==> src/rtl/reliable_datagram_channel_assert.svh <==
// Assertion macros shared by the datagram channel modules
`ifndef RELIABLE_DATAGRAM_CHANNEL_ASSERT_SVH
`define RELIABLE_DATAGRAM_CHANNEL_ASSERT_SVH

`ifndef ASSERT_OFF
// same-cycle implication, clocked on i_clk, off during reset
`define RDC_ASSERT_NOW(lbl, ante, cons) \
    lbl: assert property (@(posedge i_clk) disable iff (!i_rst_n) (ante) |-> (cons)) \
        else $error("rdc assertion failed");
// next-cycle implication
`define RDC_ASSERT_NEXT(lbl, ante, cons) \
    lbl: assert property (@(posedge i_clk) disable iff (!i_rst_n) (ante) |=> (cons)) \
        else $error("rdc assertion failed");
`else
`define RDC_ASSERT_NOW(lbl, ante, cons)
`define RDC_ASSERT_NEXT(lbl, ante, cons)
`endif

`endif

==> src/rtl/rdc_pkg.sv <==
// Shared types and constants of the reliable datagram channel
package rdc_pkg;

    localparam int SEQ_W      = 31;
    localparam int CNT_W      = 32;
    localparam int TIME_W     = 32;
    localparam int LEN_IN_W   = 12;
    localparam int BT_W       = 10;
    localparam int HDR_BYTES  = 8;
    localparam int BYTE_TIME_RESET = 400;

    typedef logic [2:0] t_opcode;
    localparam t_opcode OP_CAN_SEND = 3'd0;
    localparam t_opcode OP_CAN_REL  = 3'd1;
    localparam t_opcode OP_XMIT     = 3'd2;
    localparam t_opcode OP_RECV     = 3'd3;
    localparam t_opcode OP_OPEN     = 3'd4;

    // register index of byte_time
    localparam logic REG_BYTE_TIME = 1'b0;

    typedef struct packed {
        t_opcode             opcode;
        logic [TIME_W-1:0]   current_time;
        logic [LEN_IN_W-1:0] pending_len;
        logic                pending_overflowed;
        logic [31:0]         recv_seq_word;
        logic [31:0]         recv_ack_word;
    } t_item;

    typedef struct packed {
        logic                ok;
        logic                fatal;
        logic [31:0]         send_seq_word;
        logic [31:0]         send_ack_word;
        logic                promote_pending;
        logic                reliable_included;
        logic                append_pending;
        logic [LEN_IN_W-1:0] packet_len;
        logic [CNT_W-1:0]    choke_total;
        logic [CNT_W-1:0]    drop_total;
        logic [CNT_W-1:0]    good_total;
    } t_result;

endpackage

==> src/rtl/rdc_cfg.sv <==
// Configuration register file: byte_time and its backlog product
module rdc_cfg
    import rdc_pkg::*;
#(
    parameter int BACKLOG_BYTES = 200,
    parameter int BL_W          = 22
) (
    input  logic            i_clk,
    input  logic            i_rst_n,
    input  logic            psel,
    input  logic            penable,
    input  logic            pwrite,
    input  logic [2:0]      paddr,
    input  logic [31:0]     pwdata,
    output logic [31:0]     prdata,
    output logic            pready,
    output logic [BT_W-1:0] o_byte_time,
    output logic [BL_W-1:0] o_backlog_time
);

    logic [BT_W-1:0] r_byte_time;
    logic [BL_W-1:0] r_backlog_time;
    logic            n_wr;
    logic [BL_W-1:0] n_backlog_time;

    assign pready         = 1'b1;
    assign n_wr           = psel && penable && pwrite && (paddr[2] == REG_BYTE_TIME);
    // keep the backlog product ready so the choke test needs only an add
    assign n_backlog_time = BL_W'(BACKLOG_BYTES * pwdata[BT_W-1:0]);

    always_ff @(posedge i_clk) begin
        if (!i_rst_n) begin
            r_byte_time    <= BT_W'(BYTE_TIME_RESET);
            r_backlog_time <= BL_W'(BACKLOG_BYTES * BYTE_TIME_RESET);
        end else if (n_wr) begin
            r_byte_time    <= pwdata[BT_W-1:0];
            r_backlog_time <= n_backlog_time;
        end
    end

    assign prdata         = (paddr[2] == REG_BYTE_TIME) ? 32'(r_byte_time) : 32'd0;
    assign o_byte_time    = r_byte_time;
    assign o_backlog_time = r_backlog_time;

endmodule

==> src/rtl/rdc_core.sv <==
// Channel state and the per-word sequencing, choke and header logic
module rdc_core
    import rdc_pkg::*;
#(
    parameter int MAX_PACKET_BYTES = 2048,
    parameter int BL_W             = 22
) (
    input  logic            i_clk,
    input  logic            i_rst_n,
    input  logic            i_adv,
    input  t_item           i_item,
    input  logic [BT_W-1:0] i_byte_time,
    input  logic [BL_W-1:0] i_backlog_time,
    output t_result         o_result
);
    `include "reliable_datagram_channel_assert.svh"

    // length sum width: header plus two 12-bit runs plus the packet limit
    localparam int LEN_W  = $clog2(MAX_PACKET_BYTES + HDR_BYTES + 2 * (1 << LEN_IN_W) + 1);
    localparam int PROD_W = LEN_W + BT_W;

    logic [SEQ_W-1:0]    r_out_seq, r_in_seq, r_in_acked_seq, r_last_rel_seq;
    logic                r_out_rel_flag, r_in_rel_flag, r_in_rel_acked, r_fatal;
    logic [LEN_IN_W-1:0] r_rel_len;
    logic [TIME_W-1:0]   r_clear_time;
    logic [CNT_W-1:0]    r_drop_cnt, r_good_cnt, r_choke_cnt;

    logic [SEQ_W-1:0]    n_out_seq, n_in_seq, n_in_acked_seq, n_last_rel_seq;
    logic                n_out_rel_flag, n_in_rel_flag, n_in_rel_acked, n_fatal;
    logic [LEN_IN_W-1:0] n_rel_len;
    logic [TIME_W-1:0]   n_clear_time;
    logic [CNT_W-1:0]    n_drop_cnt, n_good_cnt, n_choke_cnt;

    logic                n_rate_ok, n_bad, n_resend, n_promote, n_srel, n_app;
    logic [TIME_W:0]     n_limit, n_credit;
    logic [LEN_W-1:0]    n_pend, n_pend_left, n_len_hdr, n_len;
    logic [LEN_IN_W-1:0] n_rel_eff;
    logic [TIME_W-1:0]   n_base;
    logic [PROD_W-1:0]   n_prod;
    logic [SEQ_W-1:0]    n_rx_seq, n_rx_ack;
    logic                n_rx_new, n_rx_gap, n_rx_clear;

    always_comb begin
        // rate choke against the backlog limit, without wrap
        n_limit   = {1'b0, i_item.current_time} + (TIME_W+1)'(i_backlog_time);
        n_rate_ok = {1'b0, r_clear_time} < n_limit;

        // transmit
        n_pend    = LEN_W'(i_item.pending_len);
        n_bad     = i_item.pending_overflowed ||
                    (n_pend > LEN_W'(MAX_PACKET_BYTES - HDR_BYTES));
        n_resend  = (r_in_acked_seq > r_last_rel_seq) && (r_in_rel_acked != r_out_rel_flag);
        n_promote = (r_rel_len == '0) && (i_item.pending_len != '0);
        n_srel    = n_resend || n_promote;
        n_rel_eff = n_promote ? i_item.pending_len : r_rel_len;
        n_pend_left = n_promote ? '0 : n_pend;
        n_len_hdr = LEN_W'(HDR_BYTES) + (n_srel ? LEN_W'(n_rel_eff) : '0);
        n_app     = (n_pend_left != '0) &&
                    ((n_len_hdr + n_pend_left) <= LEN_W'(MAX_PACKET_BYTES));
        n_len     = n_len_hdr + (n_app ? n_pend_left : '0);
        n_base    = (r_clear_time < i_item.current_time) ? i_item.current_time : r_clear_time;
        n_prod    = PROD_W'(n_len) * PROD_W'(i_byte_time);
        n_credit  = {1'b0, n_base} + (TIME_W+1)'(n_prod);

        // receive
        n_rx_seq   = i_item.recv_seq_word[SEQ_W-1:0];
        n_rx_ack   = i_item.recv_ack_word[SEQ_W-1:0];
        n_rx_new   = n_rx_seq > r_in_seq;
        n_rx_gap   = {1'b0, n_rx_seq} > ({1'b0, r_in_seq} + (SEQ_W+1)'(1));
        n_rx_clear = (i_item.recv_ack_word[31] == r_out_rel_flag) ||
                     (n_rx_ack > r_last_rel_seq);

        n_out_seq      = r_out_seq;
        n_in_seq       = r_in_seq;
        n_in_acked_seq = r_in_acked_seq;
        n_last_rel_seq = r_last_rel_seq;
        n_out_rel_flag = r_out_rel_flag;
        n_in_rel_flag  = r_in_rel_flag;
        n_in_rel_acked = r_in_rel_acked;
        n_fatal        = r_fatal;
        n_rel_len      = r_rel_len;
        n_clear_time   = r_clear_time;
        n_drop_cnt     = r_drop_cnt;
        n_good_cnt     = r_good_cnt;
        n_choke_cnt    = r_choke_cnt;
        o_result       = '0;

        unique case (i_item.opcode)
            OP_CAN_SEND: begin
                o_result.ok = n_rate_ok;
                if (!n_rate_ok) n_choke_cnt = r_choke_cnt + CNT_W'(1);
            end
            OP_CAN_REL: begin
                if (r_rel_len == '0) begin
                    o_result.ok = n_rate_ok;
                    if (!n_rate_ok) n_choke_cnt = r_choke_cnt + CNT_W'(1);
                end
            end
            OP_XMIT: begin
                if (n_bad) begin
                    n_fatal = 1'b1;
                end else begin
                    o_result.ok                = 1'b1;
                    o_result.send_seq_word     = {n_srel, r_out_seq};
                    o_result.send_ack_word     = {r_in_rel_flag, r_in_seq};
                    o_result.promote_pending   = n_promote;
                    o_result.reliable_included = n_srel;
                    o_result.append_pending    = n_app;
                    o_result.packet_len        = n_len[LEN_IN_W-1:0];
                    n_rel_len = n_rel_eff;
                    if (n_srel) begin
                        n_last_rel_seq = r_out_seq;
                        n_out_rel_flag = 1'b1;
                    end
                    n_out_seq    = r_out_seq + SEQ_W'(1);
                    // saturate the credit at all ones
                    n_clear_time = n_credit[TIME_W] ? '1 : n_credit[TIME_W-1:0];
                end
            end
            OP_RECV: begin
                if (n_rx_new) begin
                    if (n_rx_gap) n_drop_cnt = r_drop_cnt + CNT_W'(1);
                    if (n_rx_clear) begin
                        n_rel_len      = '0;
                        n_out_rel_flag = 1'b0;
                    end
                    n_in_seq       = n_rx_seq;
                    n_in_acked_seq = n_rx_ack;
                    n_in_rel_flag  = i_item.recv_seq_word[31];
                    n_in_rel_acked = i_item.recv_ack_word[31];
                    n_good_cnt     = r_good_cnt + CNT_W'(1);
                    o_result.ok    = 1'b1;
                end
            end
            OP_OPEN: begin
                n_out_seq      = SEQ_W'(1);
                n_in_seq       = '0;
                n_in_acked_seq = '0;
                n_last_rel_seq = '0;
                n_out_rel_flag = 1'b0;
                n_in_rel_flag  = 1'b0;
                n_in_rel_acked = 1'b1;
                n_fatal        = 1'b0;
                n_rel_len      = '0;
                n_clear_time   = '0;
                n_drop_cnt     = '0;
                n_good_cnt     = '0;
                n_choke_cnt    = '0;
                o_result.ok    = 1'b1;
            end
            default: begin
            end
        endcase

        o_result.fatal       = n_fatal;
        o_result.choke_total = n_choke_cnt;
        o_result.drop_total  = n_drop_cnt;
        o_result.good_total  = n_good_cnt;
    end

    always_ff @(posedge i_clk) begin
        if (!i_rst_n) begin
            r_out_seq      <= '0;
            r_in_seq       <= '0;
            r_in_acked_seq <= '0;
            r_last_rel_seq <= '0;
            r_out_rel_flag <= 1'b0;
            r_in_rel_flag  <= 1'b0;
            r_in_rel_acked <= 1'b0;
            r_fatal        <= 1'b0;
            r_rel_len      <= '0;
            r_clear_time   <= '0;
            r_drop_cnt     <= '0;
            r_good_cnt     <= '0;
            r_choke_cnt    <= '0;
        end else if (i_adv) begin
            r_out_seq      <= n_out_seq;
            r_in_seq       <= n_in_seq;
            r_in_acked_seq <= n_in_acked_seq;
            r_last_rel_seq <= n_last_rel_seq;
            r_out_rel_flag <= n_out_rel_flag;
            r_in_rel_flag  <= n_in_rel_flag;
            r_in_rel_acked <= n_in_rel_acked;
            r_fatal        <= n_fatal;
            r_rel_len      <= n_rel_len;
            r_clear_time   <= n_clear_time;
            r_drop_cnt     <= n_drop_cnt;
            r_good_cnt     <= n_good_cnt;
            r_choke_cnt    <= n_choke_cnt;
        end
    end

    `RDC_ASSERT_NEXT(a_open_state, i_adv && (i_item.opcode == OP_OPEN),
        (r_out_seq == SEQ_W'(1)) && !r_fatal && r_in_rel_acked && (r_rel_len == '0))
    `RDC_ASSERT_NEXT(a_xmit_seq, i_adv && (i_item.opcode == OP_XMIT) && !n_bad,
        r_out_seq == SEQ_W'($past(r_out_seq) + SEQ_W'(1)))
    `RDC_ASSERT_NOW(a_promote_sets_rel, o_result.promote_pending,
        o_result.reliable_included && o_result.send_seq_word[31])
    `RDC_ASSERT_NEXT(a_idle_holds, !i_adv,
        $stable(r_out_seq) && $stable(r_clear_time) && $stable(r_good_cnt))

endmodule

==> src/rtl/reliable_datagram_channel.sv <==
// Reliable datagram channel: control side of a sequenced datagram link
// Slave stream: one word per request; tuser carries the opcode (can send,
// can send reliable, transmit, receive header, open), tdata the time,
// pending buffer state and received header words. Master stream: one
// result word per request with the ok flag, fatal flag, both transmit
// header words, promote / reliable / append flags, packet length and the
// choke, drop and good counters.
// APB port: byte_time at address 0 (reads back); write only while idle.
// Path: input register, then the core, then the result register on the
// master side. Throughput: one word per cycle while results are taken;
// the state update of a word (sequence, credit, counters) is combinational
// between the input register and the result register.
// Stall: the input register takes a new word while a result waits, so the
// block holds at most two words; tready drops only when both are full.
// Reset: the channel state clears, byte_time returns to 400; an open
// request then sets the outgoing sequence to one.
module reliable_datagram_channel
    import rdc_pkg::*;
#(
    parameter int MAX_PACKET_BYTES = 2048,
    parameter int BACKLOG_BYTES    = 200
) (
    input  logic          i_clk,
    input  logic          i_rst_n,
    input  logic          s_axis_tvalid,
    output logic          s_axis_tready,
    // [31:0] current_time, [43:32] pending_len, [44] pending_overflowed,
    // [76:45] recv_seq_word, [108:77] recv_ack_word, [111:109] zero
    input  logic [111:0]  s_axis_tdata,
    // [2:0] opcode
    input  logic [2:0]    s_axis_tuser,
    output logic          m_axis_tvalid,
    input  logic          m_axis_tready,
    // [0] ok, [1] fatal, [33:2] send_seq_word, [65:34] send_ack_word,
    // [66] promote_pending, [67] reliable_included, [68] append_pending,
    // [80:69] packet_len, [112:81] choke_total, [144:113] drop_total,
    // [176:145] good_total, [183:177] zero
    output logic [183:0]  m_axis_tdata,
    input  logic          psel,
    input  logic          penable,
    input  logic          pwrite,
    input  logic [2:0]    paddr,
    input  logic [31:0]   pwdata,
    output logic [31:0]   prdata,
    output logic          pready
);
    `include "reliable_datagram_channel_assert.svh"

    localparam int BL_W = $clog2(BACKLOG_BYTES * ((1 << BT_W) - 1) + 1);

    logic            r_in_valid, r_out_valid;
    t_item           r_item;
    t_result         r_res;
    t_item           n_item;
    t_result         n_res;
    logic            n_adv;
    logic [BT_W-1:0] n_byte_time;
    logic [BL_W-1:0] n_backlog_time;

    assign n_item.opcode             = s_axis_tuser;
    assign n_item.current_time       = s_axis_tdata[31:0];
    assign n_item.pending_len        = s_axis_tdata[43:32];
    assign n_item.pending_overflowed = s_axis_tdata[44];
    assign n_item.recv_seq_word      = s_axis_tdata[76:45];
    assign n_item.recv_ack_word      = s_axis_tdata[108:77];

    // advance the held word whenever the result register is free or draining
    assign n_adv         = r_in_valid && (!r_out_valid || m_axis_tready);
    assign s_axis_tready = !r_in_valid || n_adv;

    rdc_cfg #(
        .BACKLOG_BYTES (BACKLOG_BYTES),
        .BL_W          (BL_W)
    ) u_cfg (
        .i_clk          (i_clk),
        .i_rst_n        (i_rst_n),
        .psel           (psel),
        .penable        (penable),
        .pwrite         (pwrite),
        .paddr          (paddr),
        .pwdata         (pwdata),
        .prdata         (prdata),
        .pready         (pready),
        .o_byte_time    (n_byte_time),
        .o_backlog_time (n_backlog_time)
    );

    rdc_core #(
        .MAX_PACKET_BYTES (MAX_PACKET_BYTES),
        .BL_W             (BL_W)
    ) u_core (
        .i_clk          (i_clk),
        .i_rst_n        (i_rst_n),
        .i_adv          (n_adv),
        .i_item         (r_item),
        .i_byte_time    (n_byte_time),
        .i_backlog_time (n_backlog_time),
        .o_result       (n_res)
    );

    always_ff @(posedge i_clk) begin
        if (!i_rst_n) begin
            r_in_valid  <= 1'b0;
            r_out_valid <= 1'b0;
        end else begin
            if (s_axis_tvalid && s_axis_tready) r_in_valid <= 1'b1;
            else if (n_adv)                     r_in_valid <= 1'b0;
            if (n_adv)              r_out_valid <= 1'b1;
            else if (m_axis_tready) r_out_valid <= 1'b0;
        end
    end

    always_ff @(posedge i_clk) begin
        if (s_axis_tvalid && s_axis_tready) r_item <= n_item;
        if (n_adv)                          r_res  <= n_res;
    end

    assign m_axis_tvalid = r_out_valid;
    assign m_axis_tdata  = {7'd0,
                            r_res.good_total,
                            r_res.drop_total,
                            r_res.choke_total,
                            r_res.packet_len,
                            r_res.append_pending,
                            r_res.reliable_included,
                            r_res.promote_pending,
                            r_res.send_ack_word,
                            r_res.send_seq_word,
                            r_res.fatal,
                            r_res.ok};

    `RDC_ASSERT_NEXT(a_result_kept, r_out_valid && !m_axis_tready, r_out_valid)
    `RDC_ASSERT_NOW(a_ready_when_empty, !r_in_valid, s_axis_tready)
    `RDC_ASSERT_NEXT(a_adv_fills_out, n_adv, r_out_valid)

endmodule
==> config.mk <==
export PLATFORM = sky130hd
export DESIGN_NAME = reliable_datagram_channel
export DESIGN_NICKNAME = d
export VERILOG_FILES = /design/src/rtl/rdc_pkg.sv /design/src/rtl/rdc_cfg.sv /design/src/rtl/rdc_core.sv /design/src/rtl/reliable_datagram_channel.sv
export VERILOG_INCLUDE_DIRS = /design/src /design/src/rtl
export SDC_FILE = /design/constraint.sdc
export NUM_CORES = 2
export LEC_CHECK = 0
export BUFFER_PORTS_ARGS = -buffer_cell sky130_fd_sc_hd__buf_2
export CORE_ASPECT_RATIO = 1.5
export CORE_MARGIN = 5
export CORE_UTILIZATION = 54
export DETAILED_ROUTE_END_ITERATION = 16
export GPL_ROUTABILITY_DRIVEN = 0
export PLACE_DENSITY = 0.82
export SYNTH_ARGS = -nofsm -noshare
export SYNTH_HDL_FRONTEND = slang
export SYNTH_SLANG_ARGS = --single-unit
export TNS_END_PERCENT = 20
==> constraint.sdc <==
create_clock -name i_clk -period 13.7 [get_ports i_clk]
set_input_delay 2.74 -clock i_clk [delete_from_list [all_inputs] [get_ports i_clk]]
set_output_delay 2.74 -clock i_clk [all_outputs]
set_load 0.01 [all_outputs]
==> results.cfg <==
[outcome]
run_status = finished clean

[synthesis]
ys_seq_area_share_pct = 39.0
ys.flop_type = dfxtp_1
syn_area_um2 = 37200
synth_cells = 3962
yosysWarnings = 0
syn_area_per_cell_um2 = 9.39
yosysMostFrequentCell = nand2_1
async_flop_share_pct = 0
synth_common_cells = 382 x nand2_1, 328 x ha_1, 306 x a21oi_1, 306 x inv_1, 292 x dfxtp_1
synth_seq_cells = 580
synth_top_cell_area_share_pct = 23.2
synth_cell_types = 78
synth-edff-count = 288
yosys-top-cells-area = edfxtp_1 23%, dfxtp_1 16%, ha_1 11%
synth_top_area_cell = edfxtp_1

[cts]
cts_root_buf = clkbuf_16
cts_tree = done
clk_pin_slew_ns = 0.07
cts.htree.levels = 2
cts_buffers = 56
cts.sinks = 580
clock_latency_ns = 0.64
ctsHoldBuffers = 0
clockBufferDepth = 3

[setup_path]
regToRegStartpoint = u_core.r_last_rel_seq[18]$_SDFFE_PN0P_
critPathSlowestCell = fa_1
arrival_ns = 13.54
crit_top_cell = buf_4
crit_path_max_fanout = 12
cp_data_required_time_ns = 14.25
reg2reg_slack_ns = 0.70
startpoint_type = flip-flop
critPathCaptureType = flip-flop
worstSetupPathType = reg -> reg
critPathMaxStageDelay_ns = 0.54
cp-startpoint = u_core.r_last_rel_seq[18]$_SDFFE_PN0P_

[run]
drv_cap = 0

[pwr]
p_int_mw = 3.52
power_mw = 5.25
ir_worst_vdd_v = 0.000158
p_leak_nw = 17.2
pwr-share-clk_pct = 31.8
p_sw_mw = 1.73
comb_power_share_pct = 31.6
seq_power_share_pct = 36.6
pwr_density_cell_nw_per_um2 = 125
switching_share_pct = 32.9

[global_route]
grt_pass1_wl_um = 163000
grt_max_degree = 83
grt_pass1_vias = 30900
antenna_found_initial = 1
grt_overflow = 0
track_usage_pct = 27.0

[layout]
nNetsFinal = 4854
num-fill-cells = 5560
fin_cells = 5191
drive_gt1_share_pct = 13.8
syn2layout_area_growth_pct = 12.8

[detailed_routing]
routedWlPerCell_um = 20.2
drtAntennaViolNets = 0
drtPass1Iterations = 7
num_vias = 31300
via_per_inst = 6.03
wl_um = 105000
drt-initial-drc-count = 2686
drc = 0

[die]
core_um2 = 68700
initial_core_util_pct = 54.2
die_w_um = 224
row_count = 118
pin_count = 376
die_h_um = 331
die_area_um2 = 74400

[sta]
fin_skew_ns = 0.0218
holdWs_ns = 0.455
hold_violations = 0
finalCritPeriodShare_pct = 94.9
setup_tns_ns = 0
worstMarginPinSlew_ns = 1.16
fin_ws_ns = 0.705
max_freq_ghz = 0.0770
period_minus_slack_ns = 13.00
setup_viol = 0
slew_viol_final = 0
slew_headroom_pct = 21.7

[placed_design]
dp_hpwl_um = 76400
port_buffers = 318
preCtsSetupSlack_ns = 0.0210
place_inst = 5080

[min_path]
hold_start = u_core.r_in_seq[25]$_SDFFE_PN0P_
worstHoldPathType = reg -> reg
registers in the layout (all words and copies together) (netlist names):
register / flops
u_core.r_fatal: 1
u_core.r_choke_cnt: 32
u_core.r_last_rel_seq: 31
u_core.r_in_rel_acked: 1
u_core.r_out_rel_flag: 1
u_cfg.o_backlog_time: 12
u_core.r_good_cnt: 32
m_axis_tvalid: 1
r_item: 112
u_core.r_drop_cnt: 32
r_in_valid: 1
m_axis_tdata: 176
u_core.r_in_acked_seq: 31
u_core.r_in_rel_flag: 1
u_cfg.o_byte_time: 10
u_core.r_out_seq: 31
u_core.r_clear_time: 32
u_core.r_rel_len: 12
u_core.r_in_seq: 31
layout by cell type, fill, tap and decap left out, types with 11 or more instances in the layout:
cell,synthesis,final
inv_1,306,304
ha_1,328,327
and2_1,113,112
edfxtp_1,288,288
clkbuf_16,0,56
o21a_1,23,23
a211oi_1,30,27
nor2_1,213,207
nor3_1,68,67
and3_1,78,78
a31oi_1,59,58
xor2_1,39,39
nand4_1,67,67
nor2b_1,42,41
nand2_1,382,378
mux2_2,23,23
nand4b_1,11,11
o31ai_1,45,45
nand3_1,197,196
or4_1,11,11
o21bai_1,14,14
a22o_1,41,41
or3_1,26,26
mux2i_1,41,40
nand2b_1,16,15
buf_2,16,318
dfxtp_1,292,292
and4_1,23,23
conb_1,2,30
xnor2_1,102,101
nor4_1,20,19
o21ai_0,211,207
a21o_1,78,78
a21oi_1,306,300
o211ai_1,19,19
fa_1,126,126
buf_4,33,93
final cells by class:
type	instances	area [µm²]	share of cell area [%]
Multi-Input combinational cell	2888	20900	49.8
Sequential cell	580	14500	34.5
Timing Repair Buffer	411	2290	5.46
Clock buffer	65	1480	3.52
Inverter	306	1160	2.76
Tap cell	900	1130	2.68
Clock inverter	40	499	1.19
Antenna cell	1	2.50	0.00596
power by group through the flow:
stage | combinational, mW | clock [mW] | sequential [mW]
4_1_cts | 1.59 | 1.69 | 1.92
3_5_place_dp | 1.58 | 0 | 1.96
3_3_place_gp | 1.53 | 0 | 1.96
5_1_grt | 1.82 | 1.76 | 1.92
2_1_floorplan | 1.01 | 0 | 1.96
6_report | 1.66 | 1.67 | 1.92
worst max-delay path, delay by kind of cell (launching register included):
| kind | cells | cell delay (ns) |
|---|---|---|
| AO/OA/AOI/OAI | 19 | 3.66 |
| XOR/XNOR | 3 | 0.40 |
| adder cells (fa/ha/maj) | 10 | 3.81 |
| buffers and inverters | 10 | 1.23 |
| flip-flops | 1 | 0.34 |
| multiplexers | 2 | 0.38 |
| AND/OR/NAND/NOR | 17 | 3.04 |
layer usage:
layer  routed length [µm]  GRT usage, %  part of all wire [%]
met5                    0             0                     0
met4                 7250          16.0                   6.9
met3                 6480          3.12                   6.2
met2                52800          48.2                    50
met1                38200          30.8                    37
logic make-up (layout without fill, tap and decap cells):
logic type	Yosys count	in the layout	share of synthesized area, %
flops	580	580	39.0
other cells	2	31	0.0202
compound gates	902	902	15.1
buf+inv	522	822	5.66
simple gates	1297	1297	17.4
mux	64	64	1.80
fa+ha+maj	454	454	17.8
xor+xnor	141	141	3.32
metrics by stage:
| step | util, % | instance area [µm²] |
|---|---|---|
| 6_report | 61.1 | 42000 |
| 3_5_place_dp | 58.0 | 39800 |
| 5_1_grt | 61.1 | 42000 |
| 4_1_cts | 60.9 | 41800 |
| 2_1_floorplan | - | 37300 |
| 3_3_place_gp | 58.0 | 39800 |
worst paths after layout:
| kind | cells past startpoint | end |
|---|---|---|
| max | 61 | u_core.r_clear_time[26]$_SDFFE_PN0P_ |
| min | 2 | u_core.r_in_seq[25]$_SDFFE_PN0P_ |
| max reg2reg | 61 | u_core.r_clear_time[26]$_SDFFE_PN0P_ |
| min reg2reg | 2 | u_core.r_in_seq[25]$_SDFFE_PN0P_ |
timing repair:
action                                  in CTS  in global routing
endpoints found under the hold margin        0                  0
gates resized for setup                      1                 29
pin swaps                                    0                  8
setup buffers                                0                  5
endpoints found under the setup margin       7                 32
Power figures use the tool's default switching activity.
